[config.mk]
export PLATFORM = sky130hd
export DESIGN_NAME = screen_sleep_led_pattern
export DESIGN_NICKNAME = d
export VERILOG_FILES = /design/src/sv/sslp_pkg.sv /design/src/sv/screen_sleep_led_pattern.sv
export VERILOG_INCLUDE_DIRS = /design/src /design/src/sv
export SDC_FILE = /design/constraint.sdc
export NUM_CORES = 2
export LEC_CHECK = 0
export BUFFER_PORTS_ARGS = -buffer_cell sky130_fd_sc_hd__clkbuf_2
export CORE_ASPECT_RATIO = 0.5
export CORE_MARGIN = 2
export CORE_UTILIZATION = 54
export CTS_CLUSTER_DIAMETER = 100
export CTS_CLUSTER_SIZE = 24
export DETAILED_ROUTE_END_ITERATION = 8
export GPL_TIMING_DRIVEN = 0
export PLACE_DENSITY = 0.71
export SYNTH_ARGS = -nofsm -noshare
export SYNTH_HDL_FRONTEND = slang
export SYNTH_SLANG_ARGS = --single-unit
[constraint.sdc]
create_clock -name clk -period 16.4 [get_ports clk]
set_clock_uncertainty 0.2 [all_clocks]
set_input_delay 2.46 -clock clk [delete_from_list [all_inputs] [get_ports clk]]
set_output_delay 2.46 -clock clk [all_outputs]
set_load 0.02 [all_outputs]
[src/sv/screen_sleep_led_pattern_macros.svh]
// Assertion macros shared by the screen sleep LED pattern design.
`ifndef SCREEN_SLEEP_LED_PATTERN_MACROS_SVH
`define SCREEN_SLEEP_LED_PATTERN_MACROS_SVH

// Same-cycle implication, disabled while reset is asserted.
`define SSLP_ASSERT_IMP(label, clock, resetn, pre, post) \
    label: assert property (@(posedge clock) disable iff (!(resetn)) (pre) |-> (post)) \
        else $error("screen_sleep_led_pattern: same-cycle check failed");

// Next-cycle implication, disabled while reset is asserted.
`define SSLP_ASSERT_NEXT(label, clock, resetn, pre, post) \
    label: assert property (@(posedge clock) disable iff (!(resetn)) (pre) |=> (post)) \
        else $error("screen_sleep_led_pattern: next-cycle check failed");

`endif

[src/sv/sslp_pkg.sv]
// Types, constants and helper functions for the screen sleep LED pattern block.
package sslp_pkg;

    typedef logic [23:0] rgb_t;

    typedef struct packed {
        logic [31:0] now;
        logic        relay;
        logic        user;
    } tick_t;

    // Register select taken from paddr[2].
    localparam logic REG_TIMEOUT = 1'b0;
    localparam logic REG_MODE    = 1'b1;

    localparam logic [2:0] MODE_OFF     = 3'd0;
    localparam logic [2:0] MODE_BLIP    = 3'd1;
    localparam logic [2:0] MODE_BREATHE = 3'd2;
    localparam logic [2:0] MODE_RAINBOW = 3'd3;
    localparam logic [2:0] MODE_BICOLOR = 3'd4;

    localparam logic [7:0] TIMEOUT_RESET = 8'd5;
    localparam logic [2:0] MODE_RESET    = MODE_BLIP;

    localparam logic [15:0] MS_PER_MIN  = 16'd60000;
    localparam logic [31:0] BLINK_MS    = 32'd500;
    localparam logic [31:0] BLIP_GAP_MS = 32'd4000;
    localparam logic [31:0] BLIP_ON_MS  = 32'd150;
    localparam logic [31:0] BICOLOR_MS  = 32'd3000;
    localparam logic [7:0]  BREATH_FLOOR = 8'd12;

    // now mod 12000 is built as 32 * ((now >> 5) mod 375) + now[4:0].
    localparam logic [26:0] RECIP_375   = 27'd91625968;  // floor(2^35 / 375)
    localparam int          RECIP_SHIFT = 35;
    localparam logic [8:0]  STEP_375    = 9'd375;

    localparam logic [13:0] STEP_MS     = 14'd2000;
    localparam logic [13:0] HALF_BREATH = 14'd2000;
    localparam logic [13:0] FULL_BREATH = 14'd4000;

    // floor(9 * t / 100) = (t * 94374) >> 20 for t up to 2000.
    localparam logic [16:0] BREATH_MUL   = 17'd94374;
    localparam int          BREATH_SHIFT = 20;
    // floor(255 * local / 2000) = (local * 2139096) >> 24 for local below 2000.
    localparam logic [21:0] FADE_MUL   = 22'd2139096;
    localparam int          FADE_SHIFT = 24;

    localparam rgb_t COLOR_OFF   = 24'h000000;
    localparam rgb_t COLOR_RED   = 24'hFF0000;
    localparam rgb_t COLOR_GREEN = 24'h00FF00;
    localparam rgb_t COLOR_BLUE  = 24'h0000FF;

    localparam rgb_t RAINBOW_TAB [6] = '{
        24'h00FF00, 24'h00FFFF, 24'h0000FF,
        24'hFF00FF, 24'hFF0000, 24'hFFFF00
    };

    // Channels are either 0 or 255, so the crossfade is f, 255 - f or constant.
    function automatic logic [7:0] fade_chan(logic [7:0] a, logic [7:0] b, logic [7:0] f);
        logic [7:0] r;
        if (a == b)
            r = a;
        else if (b > a)
            r = f;
        else
            r = 8'hFF - f;
        return r;
    endfunction

endpackage

[src/sv/screen_sleep_led_pattern.sv]
// Screen sleep timer with a sleep-time RGB status LED pattern generator.
`include "screen_sleep_led_pattern_macros.svh"

// Takes one tick beat per clock cycle while the output is not stalled and returns
// one result beat per tick. The time-only parts of the patterns (breathing level and
// rainbow crossfade) are worked out in four pipeline stages ahead of the state stage;
// the wake, sleep and blink state is updated once per tick in the state stage, which
// is what sets the rate of one tick per cycle. The pipeline stalls as a whole while a
// finished result waits on m_axis_tready. Registers at byte 0 (timeout in minutes, 0
// never sleeps) and byte 4 (LED mode) are to be written only while no tick is in
// flight; the block itself does not enforce this.
module screen_sleep_led_pattern
    import sslp_pkg::*;
(
    input  logic        clk,
    input  logic        rst_n,
    // APB configuration port
    input  logic        psel,
    input  logic        penable,
    input  logic        pwrite,
    input  logic [2:0]  paddr,
    input  logic [31:0] pwdata,
    output logic [31:0] prdata,
    output logic        pready,
    // Tick input
    input  logic        s_axis_tvalid,
    output logic        s_axis_tready,
    input  logic [39:0] s_axis_tdata,   // now_ms[31:0], relay_active[32], user_activity[33]
    // Result output
    output logic        m_axis_tvalid,
    input  logic        m_axis_tready,
    output logic [31:0] m_axis_tdata    // red[7:0], green[15:8], blue[23:16], backlight[24]
);

    // Configuration registers
    logic [7:0] timeout_reg;
    logic [2:0] mode_reg;

    // Pipeline registers
    logic        v1_reg, v2_reg, v3_reg, v4_reg, v5_reg;
    tick_t       tick1_reg, tick2_reg, tick3_reg, tick4_reg, tick5_reg;
    logic [18:0] quot_reg;
    logic [13:0] pos_reg;
    logic [2:0]  from_reg;
    logic [10:0] local_reg;
    logic [11:0] ph_reg;
    logic [7:0]  breath_reg;
    rgb_t        rainbow_reg;

    // Block state
    logic [31:0] last_act_reg, last_act_next;
    logic        asleep_reg, asleep_next;
    logic        relay_seen_reg;
    logic [31:0] timer_reg, timer_next;
    logic        phase_reg, phase_next;
    rgb_t        color_reg, color_next;

    // Output register
    logic        out_valid_reg;
    rgb_t        out_color_reg;
    logic        out_backlight_reg;

    logic adv;
    logic wake;

    assign adv           = !out_valid_reg || m_axis_tready;
    assign s_axis_tready = adv;
    assign pready        = 1'b1;

    // ---------------------------------------------------------------- config
    always_ff @(posedge clk or negedge rst_n)
    begin
        if (!rst_n)
        begin
            timeout_reg <= TIMEOUT_RESET;
            mode_reg    <= MODE_RESET;
        end
        else if (psel && penable && pwrite)
        begin
            unique case (paddr[2])
                REG_TIMEOUT: timeout_reg <= pwdata[7:0];
                REG_MODE:    mode_reg    <= pwdata[2:0];
                default:     ;
            endcase
        end
    end

    always_comb
    begin
        unique case (paddr[2])
            REG_TIMEOUT: prdata = {24'd0, timeout_reg};
            REG_MODE:    prdata = {29'd0, mode_reg};
            default:     prdata = 32'd0;
        endcase
    end

    // ------------------------------------------------------ time-only stages
    logic [53:0] quot_prod;
    logic [27:0] quot_back;
    logic [26:0] rem_wide;
    logic [9:0]  rem_raw;
    logic [8:0]  rem_fix;
    logic [2:0]  from_c;
    logic [13:0] local_wide;
    logic [13:0] ph_wide;
    logic [10:0] tri_ms;
    logic [27:0] breath_prod;
    logic [32:0] fade_prod;
    logic [7:0]  fade_f;
    logic [2:0]  to_idx;
    rgb_t        rb_from, rb_to;

    always_comb
    begin
        quot_prod = 54'(tick1_reg.now[31:5]) * 54'(RECIP_375);

        quot_back = 28'(quot_reg) * 28'(STEP_375);
        rem_wide  = tick2_reg.now[31:5] - quot_back[26:0];
        rem_raw   = rem_wide[9:0];
        // The estimated quotient is low by at most one.
        rem_fix   = (rem_raw >= 10'(STEP_375)) ? 9'(rem_raw - 10'(STEP_375)) : rem_raw[8:0];

        if (pos_reg >= 14'(5 * STEP_MS))
            from_c = 3'd5;
        else if (pos_reg >= 14'(4 * STEP_MS))
            from_c = 3'd4;
        else if (pos_reg >= 14'(3 * STEP_MS))
            from_c = 3'd3;
        else if (pos_reg >= 14'(2 * STEP_MS))
            from_c = 3'd2;
        else if (pos_reg >= STEP_MS)
            from_c = 3'd1;
        else
            from_c = 3'd0;
        local_wide = pos_reg - 14'(from_c) * STEP_MS;
        if (pos_reg >= 14'(2 * FULL_BREATH))
            ph_wide = pos_reg - 14'(2 * FULL_BREATH);
        else if (pos_reg >= FULL_BREATH)
            ph_wide = pos_reg - FULL_BREATH;
        else
            ph_wide = pos_reg;

        // Triangle: rising for the first half, falling for the second.
        tri_ms      = (14'(ph_reg) < HALF_BREATH) ? ph_reg[10:0]
                                                  : 11'(FULL_BREATH - 14'(ph_reg));
        breath_prod = 28'(tri_ms) * 28'(BREATH_MUL);
        fade_prod   = 33'(local_reg) * 33'(FADE_MUL);
        fade_f      = fade_prod[FADE_SHIFT +: 8];
        to_idx      = (from_reg == 3'd5) ? 3'd0 : from_reg + 3'd1;
        rb_from     = RAINBOW_TAB[from_reg];
        rb_to       = RAINBOW_TAB[to_idx];
    end

    always_ff @(posedge clk or negedge rst_n)
    begin
        if (!rst_n)
        begin
            v1_reg <= 1'b0;
            v2_reg <= 1'b0;
            v3_reg <= 1'b0;
            v4_reg <= 1'b0;
            v5_reg <= 1'b0;
        end
        else if (adv)
        begin
            v1_reg <= s_axis_tvalid;
            v2_reg <= v1_reg;
            v3_reg <= v2_reg;
            v4_reg <= v3_reg;
            v5_reg <= v4_reg;
        end
    end

    always_ff @(posedge clk)
    begin
        if (adv)
        begin
            tick1_reg.now   <= s_axis_tdata[31:0];
            tick1_reg.relay <= s_axis_tdata[32];
            tick1_reg.user  <= s_axis_tdata[33];

            tick2_reg <= tick1_reg;
            quot_reg  <= quot_prod[RECIP_SHIFT +: 19];

            tick3_reg <= tick2_reg;
            pos_reg   <= {rem_fix, tick2_reg.now[4:0]};

            tick4_reg <= tick3_reg;
            from_reg  <= from_c;
            local_reg <= local_wide[10:0];
            ph_reg    <= ph_wide[11:0];

            tick5_reg   <= tick4_reg;
            breath_reg  <= BREATH_FLOOR + breath_prod[BREATH_SHIFT +: 8];
            rainbow_reg <= {fade_chan(rb_from[23:16], rb_to[23:16], fade_f),
                            fade_chan(rb_from[15:8],  rb_to[15:8],  fade_f),
                            fade_chan(rb_from[7:0],   rb_to[7:0],   fade_f)};
        end
    end

    // ------------------------------------------------------------ state stage
    logic [23:0] limit_ms;
    logic [31:0] idle_ms;
    logic [31:0] elapsed;
    logic        blink_phase;
    logic        bicolor_phase;

    always_comb
    begin
        wake          = tick5_reg.user || (tick5_reg.relay && !relay_seen_reg);
        last_act_next = wake ? tick5_reg.now : last_act_reg;
        asleep_next   = asleep_reg && !wake;
        color_next    = (wake && asleep_reg) ? COLOR_OFF : color_reg;
        timer_next    = timer_reg;
        phase_next    = phase_reg;

        limit_ms = 24'(timeout_reg) * 24'(MS_PER_MIN);
        idle_ms  = tick5_reg.now - last_act_next;
        if (!asleep_next && timeout_reg != 8'd0 && idle_ms >= 32'(limit_ms))
        begin
            asleep_next = 1'b1;
            timer_next  = 32'd0;
            phase_next  = 1'b0;
        end

        elapsed       = tick5_reg.now - timer_next;
        blink_phase   = !phase_next;
        bicolor_phase = !phase_next;

        if (!asleep_next)
            color_next = COLOR_OFF;
        else if (tick5_reg.relay)
        begin
            if (elapsed >= BLINK_MS)
            begin
                timer_next = tick5_reg.now;
                phase_next = blink_phase;
                color_next = blink_phase ? COLOR_RED : COLOR_OFF;
            end
        end
        else
        begin
            case (mode_reg)
                MODE_BLIP:
                begin
                    if (!phase_next && elapsed >= BLIP_GAP_MS)
                    begin
                        timer_next = tick5_reg.now;
                        phase_next = 1'b1;
                        color_next = COLOR_GREEN;
                    end
                    else if (phase_next && elapsed >= BLIP_ON_MS)
                    begin
                        timer_next = tick5_reg.now;
                        phase_next = 1'b0;
                        color_next = COLOR_OFF;
                    end
                end
                MODE_BREATHE: color_next = {8'd0, breath_reg, 8'd0};
                MODE_RAINBOW: color_next = rainbow_reg;
                MODE_BICOLOR:
                begin
                    if (elapsed >= BICOLOR_MS)
                    begin
                        timer_next = tick5_reg.now;
                        phase_next = bicolor_phase;
                        color_next = bicolor_phase ? COLOR_BLUE : COLOR_GREEN;
                    end
                end
                default: color_next = COLOR_OFF;
            endcase
        end
    end

    always_ff @(posedge clk or negedge rst_n)
    begin
        if (!rst_n)
        begin
            last_act_reg   <= 32'd0;
            asleep_reg     <= 1'b0;
            relay_seen_reg <= 1'b0;
            timer_reg      <= 32'd0;
            phase_reg      <= 1'b0;
            color_reg      <= COLOR_OFF;
            out_valid_reg  <= 1'b0;
        end
        else if (adv)
        begin
            out_valid_reg <= v5_reg;
            if (v5_reg)
            begin
                last_act_reg   <= last_act_next;
                asleep_reg     <= asleep_next;
                relay_seen_reg <= tick5_reg.relay;
                timer_reg      <= timer_next;
                phase_reg      <= phase_next;
                color_reg      <= color_next;
            end
        end
    end

    always_ff @(posedge clk)
    begin
        if (adv)
        begin
            out_color_reg     <= color_next;
            out_backlight_reg <= !asleep_next;
        end
    end

    assign m_axis_tvalid = out_valid_reg;
    assign m_axis_tdata  = {7'd0, out_backlight_reg, out_color_reg[7:0],
                            out_color_reg[15:8], out_color_reg[23:16]};

    // ------------------------------------------------------------- assertions
    `SSLP_ASSERT_IMP(a_awake_led_off, clk, rst_n,
        out_valid_reg && out_backlight_reg, out_color_reg == COLOR_OFF)
    `SSLP_ASSERT_NEXT(a_backlight_tracks_sleep, clk, rst_n,
        adv && v5_reg, out_backlight_reg == !asleep_reg)
    `SSLP_ASSERT_NEXT(a_sleep_held_without_wake, clk, rst_n,
        adv && v5_reg && asleep_reg && !wake, asleep_reg)
    `SSLP_ASSERT_IMP(a_stall_blocks_input, clk, rst_n,
        out_valid_reg && !m_axis_tready, !s_axis_tready)

endmodule
# Word-level counts from Yosys, hierarchy flattened
# Memories as Yosys holds them, arrays and structs flattened.
# Index checks and enable logic that the tools add are counted.
word_totals:
  mem_count: 2
  rom_bits: 384
  ff_bits: 394
  out_inout_bits: 67
memory_table:
  columns: ["memory", "depth", "width", "read_ports", "rd_ports_with_merged_regs", "write_ports", "line", "rtl"]
  rows:
  - ["(name not given)", 8, 24, 1, 0, 0, "screen_sleep_led_pattern.sv:151", "rb_to = RAINBOW_TAB[to_idx];"]
  - ["(name not given)", 8, 24, 1, 0, 0, "screen_sleep_led_pattern.sv:150", "rb_from = RAINBOW_TAB[from_reg];"]
classes:
  n_bitwise: 3
  eq_ne: 8
  n_mul: 6
  order_cmp: 17
  n_mux: 49
  add_sub_neg: 11
  reduce_logical: 21
ops:
  columns: ["op", "n"]
  rows:
  - ["2-to-1 mux 24 bit", 12]
  - ["2-to-1 mux 32 bit", 8]
  - ["case mux 32 bit (2 select lines)", 2]
  - ["case mux 24 bit (4 select lines)", 1]
  - [">= comparator 32 x 12 -> 1 bit, second input constant", 2]
  - ["subtractor 32 bit", 2]
  - ["multiplier 27 x 23 -> 50 bit, second input constant", 1]
  - ["2-to-1 mux 8 bit", 6]
  - [">= comparator 32 x 24 -> 1 bit", 1]
  - [">= comparator 32 x 8 -> 1 bit, second input constant", 1]
  - [">= comparator 32 x 9 -> 1 bit, second input constant", 1]
  - ["multiplier 11 x 19 -> 29 bit, second input constant", 1]
  - [">= comparator 14 x 13 -> 1 bit, second input constant", 2]
  - ["multiplier 11 x 16 -> 27 bit, second input constant", 1]
  - ["== test 8 bit", 3]
  - ["> comparator 8 bit", 3]
  - ["2-to-1 mux 12 bit", 2]
  - ["subtractor 12 bit, second input constant", 2]
  - ["multiplier 19 x 9 -> 10 bit, second input constant", 1]
  - ["multiplier 8 x 11 -> 19 bit, second input constant", 1]
  - ["2-to-1 mux 16 bit", 1]
  - [">= comparator 14 x 11 -> 1 bit, second input constant", 1]
  - [">= comparator 14 x 12 -> 1 bit, second input constant", 1]
  - [">= comparator 14 bit, second input constant", 1]
  - ["27 further kinds", 58]

# Depth between registers and ports, before layout
depth:
  ltp_word: 17
  mapped_depth: 48
  ltp_nobuf: 46

# Least setup slack after synthesis
# No wires, ideal clock.
synth_timing:
  kind: "input to output"
  start: "in m_axis_tready"
  end: "out s_axis_tready"
  path_slack_ps: 3718
  required_time_ps: 13740
  t_arrival_ps: 10022
  stages: 2
  cell_sequence: "nand2b_1 clkbuf_1"
synth_between:
  elab_chain_len: 1
synth_lines:
  columns: ["item", "line", "rtl"]
  rows:
  - ["start: declaration", "screen_sleep_led_pattern.sv:31", "input logic m_axis_tready,"]
  - ["logical OR 1 bit", "screen_sleep_led_pattern.sv:66", "assign adv = !out_valid_reg || m_axis_tready;"]
  - ["end: declaration", "screen_sleep_led_pattern.sv:27", "output logic s_axis_tready,"]
# No other way between the ends.

# Worst setup path after layout
layout_timing:
  start: "reg tick5_reg[1] (netlist bit)"
  end: "reg out_color_reg[5], data pin"
layout_between:
  elab_chain_len: 16
  word_cells_on_any_way: 31
layout_lines:
  columns: ["item", "line", "rtl"]
  rows:
  - ["start: declaration", "screen_sleep_led_pattern.sv:41", "tick_t tick1_reg, tick2_reg, tick3_reg, tick4_reg, tick5_reg;"]
  - ["start signal: assignment", "screen_sleep_led_pattern.sv:193", "tick5_reg <= tick4_reg;"]
  - ["branches (longest 15 deep; another with subtractor 32 bit)", null, null]
  - ["2-to-1 mux 24 bit (*)", "screen_sleep_led_pattern.sv:230", "if (!asleep_next)"]
  - ["via color_next[5]", "screen_sleep_led_pattern.sv:56", "rgb_t color_reg, color_next;"]
  - ["end signal: assignment", "screen_sleep_led_pattern.sv:306", "out_color_reg <= color_next;"]
  - ["end: declaration", "screen_sleep_led_pattern.sv:60", "rgb_t out_color_reg;"]
# Mark *: on every way through the listed nets, which the timed path passes.
# A chain may end at the register's enable or synchronous reset.

==> flow_summary.ini <==
[outcome]
run_status = finished, final reports clean

[final_layout]
nets = 4767
synthToLayoutAreaGrowth_pct = 6.66
nFillCells = 5859
diodes = 0
drive_above_1_share_pct = 5.75

[sta]
hold_ws_ns = 0.205
tightest_slew_ns = 1.18
setup_viol = 0
finalCritPeriodShare_pct = 92.1
hold_violations = 0
fmax_mhz = 66.2
min_period_ns = 15.10
max-slew-margin-rel_pct = 21.4
drv_slew = 0
rsz0062_at_grt = false

[yosys]
synthFlopType = edfxtp_1
yosys_warnings = 0
synthMuxAreaShare_pct = 2.40
yosys.area_share.xor_xnor_pct = 3.49
mappedNetlistArea_sq_mm = 0.0379
synth_top_family_by_area = adder cells
seq_area_frac_synth_pct = 28.0
synth_cells = 3584
synth_area_leaders = edfxtp_1, fa_1, ha_1
synth_commonest_cells = inv_1, ha_1, fa_1
syn_avg_cell_area_sq_um = 10.6
synth_adder_area_share_pct = 39.5
synth_seq_cells = 371
synth.most_common_cell = inv_1
synth_simple_gate_area_share_pct = 7.71
synthArstFlopShare_pct = 29.1
synth_top_area_share_pct = 20.8
synth_top_area_cell = edfxtp_1
synth_edf_count = 263
synth_compound_area_share_pct = 11.0
synthDistinctLibCells = 88

[floorplan]
die_w_um = 379
rows = 68
initial_core_util_pct = 54.8
die-height_um = 191
ioPinCount = 149
die_area_sq_mm = 0.0725
core-area_sq_mm = 0.0693

[cts]
insertion_delay_ns = 0.59
root_buffer = clkbuf_16
htree_num_levels = 1
cts_tree = yes
cts_resized = 0
ctsHoldBuffers = 0
clk_path_buf_depth = 3
clk_pin_slew_ns = 0.11
clock_sinks = 371
cts_made_buffers = 21
post_cts_buffers = 0

[routing]
route.detailed.drc = 0
drtIter0Drc = 1576
drt-total-wl_mm = 83.1
wl_per_cell_um = 17.7
postRouteAntennaNets = 0
vias_per_cell = 5.49
vias = 25743
drt-pass1-iter-count = 8

[setup_path]
cpPeakStageDelay_ns = 0.78
path_class = reg -> reg
cp.required_ns = 16.52
crit_path_end_kind = flip-flop
worstSetupStartpointType = flip-flop
cp_slowest_cell = clkbuf_1
cp_max_fo = 10
worst-r2r-setup-slack_ns = 1.30
arrival_ns = 15.23

[placed_design]
hpwl_mm = 67.0
io_buffers = 84
routabilityCongestion = 0.948

[grt]
grt_overflow = 0
antenna_found_initial = 1
grt_pass1_wl_mm = 137
grt_start_max_net_pins = 95
grt_pass1_vias = 26520
grt_usage_pct = 23.7

[min_path]
min_path_type = reg -> reg

[run]
drv_cap = 0
-- final cells by class --
cell class | instances | area [sq um] | share of cell area [%]
sequential | 371 | 10600 | 26.2
tap | 945 | 1180 | 2.92
buffer | 111 | 561 | 1.39
clock inverter | 6 | 82.6 | 0.204
timing repair buffer | 89 | 567 | 1.40
multi-input combinational | 2485 | 24500 | 60.5
clock buffer | 32 | 567 | 1.40
inverter | 647 | 2430 | 6.00
-- through the flow --
stage	worst slack [ns]	setup TNS (ns)	util [%]	instance area (sq um)	cells
2_1_floorplan	3.72	0	-	38000	3614
3_3_place_gp	-0.125	-0.125	57.2	39600	4643
3_5_place_dp	0.870	0	57.5	39800	4648
4_1_cts	0.765	0	58.4	40400	4686
5_1_grt	0.465	0	58.4	40500	4686
6_report	1.30	0	58.4	40500	4686
-- placed cells by master, fill, tap and decap left out, types with 29 or more instances in the layout --
cell,synthesis,final
a22o_1,32,32
a21oi_1,161,161
xnor2_1,101,101
mux2i_1,64,64
inv_1,647,647
dfrtp_1,105,105
clkbuf_1,64,74
nand3_1,42,42
o21ai_0,144,144
buf_4,34,34
a21o_1,48,48
nor3_1,40,40
clkbuf_2,0,83
a211oi_1,29,29
xor2_1,50,50
fa_1,394,394
edfxtp_1,263,263
nor2_1,129,129
conb_1,2,32
ha_1,565,565
nand2_1,217,217
-- cell families (layout without fill, tap and decap cells) --
group | Yosys count | after routing
fa+ha+maj | 962 | 962
buf+inv | 758 | 885
other cells | 2 | 32
compound gates | 643 | 643
mux | 88 | 88
xor+xnor | 151 | 151
flops | 371 | 371
simple gates | 609 | 609
-- metal layers --
| layer | GRT usage [%] | up-vias | share of wire, % |
|---|---|---|---|
| met5 | 0 | - | 0 |
| met1 | 33.2 | 12666 | 46 |
| met4 | 5.02 | 0 | 2.1 |
| met3 | 4.37 | 100 | 6.2 |
| met2 | 38.7 | 588 | 46 |
| li1 | - | 12389 | - |
-- path summary, 6_finish.rpt --
| path | start | cells after the start | to |
|---|---|---|---|
| max in group asynchronous | rst_n | 2 | timeout_reg[0] |
| setup / recovery | tick5_reg[1] | 43 | out_color_reg[5] |
| hold / removal | tick4_reg[28] | 0 | tick5_reg[28] |
| hold reg to reg | tick4_reg[28] | 0 | tick5_reg[28] |
| min in group asynchronous | rst_n | 1 | timer_reg[23] |
| setup reg to reg | tick5_reg[1] | 43 | out_color_reg[5] |
-- critical path: cells and delay by family, from the launching register on --
family	cells	cell delay, ns
AOI/OAI and AO/OA	19	5.66
and+or+nand+nor	12	4.48
buffers and inverters	6	2.49
adders and majority gates	3	0.85
muxes	2	0.57
DFF	1	0.40
xor gates and xnor gates	1	0.18
Power is not shown: default switching activity piles up to over one toggle a cycle in this logic, so the estimate is an artifact.
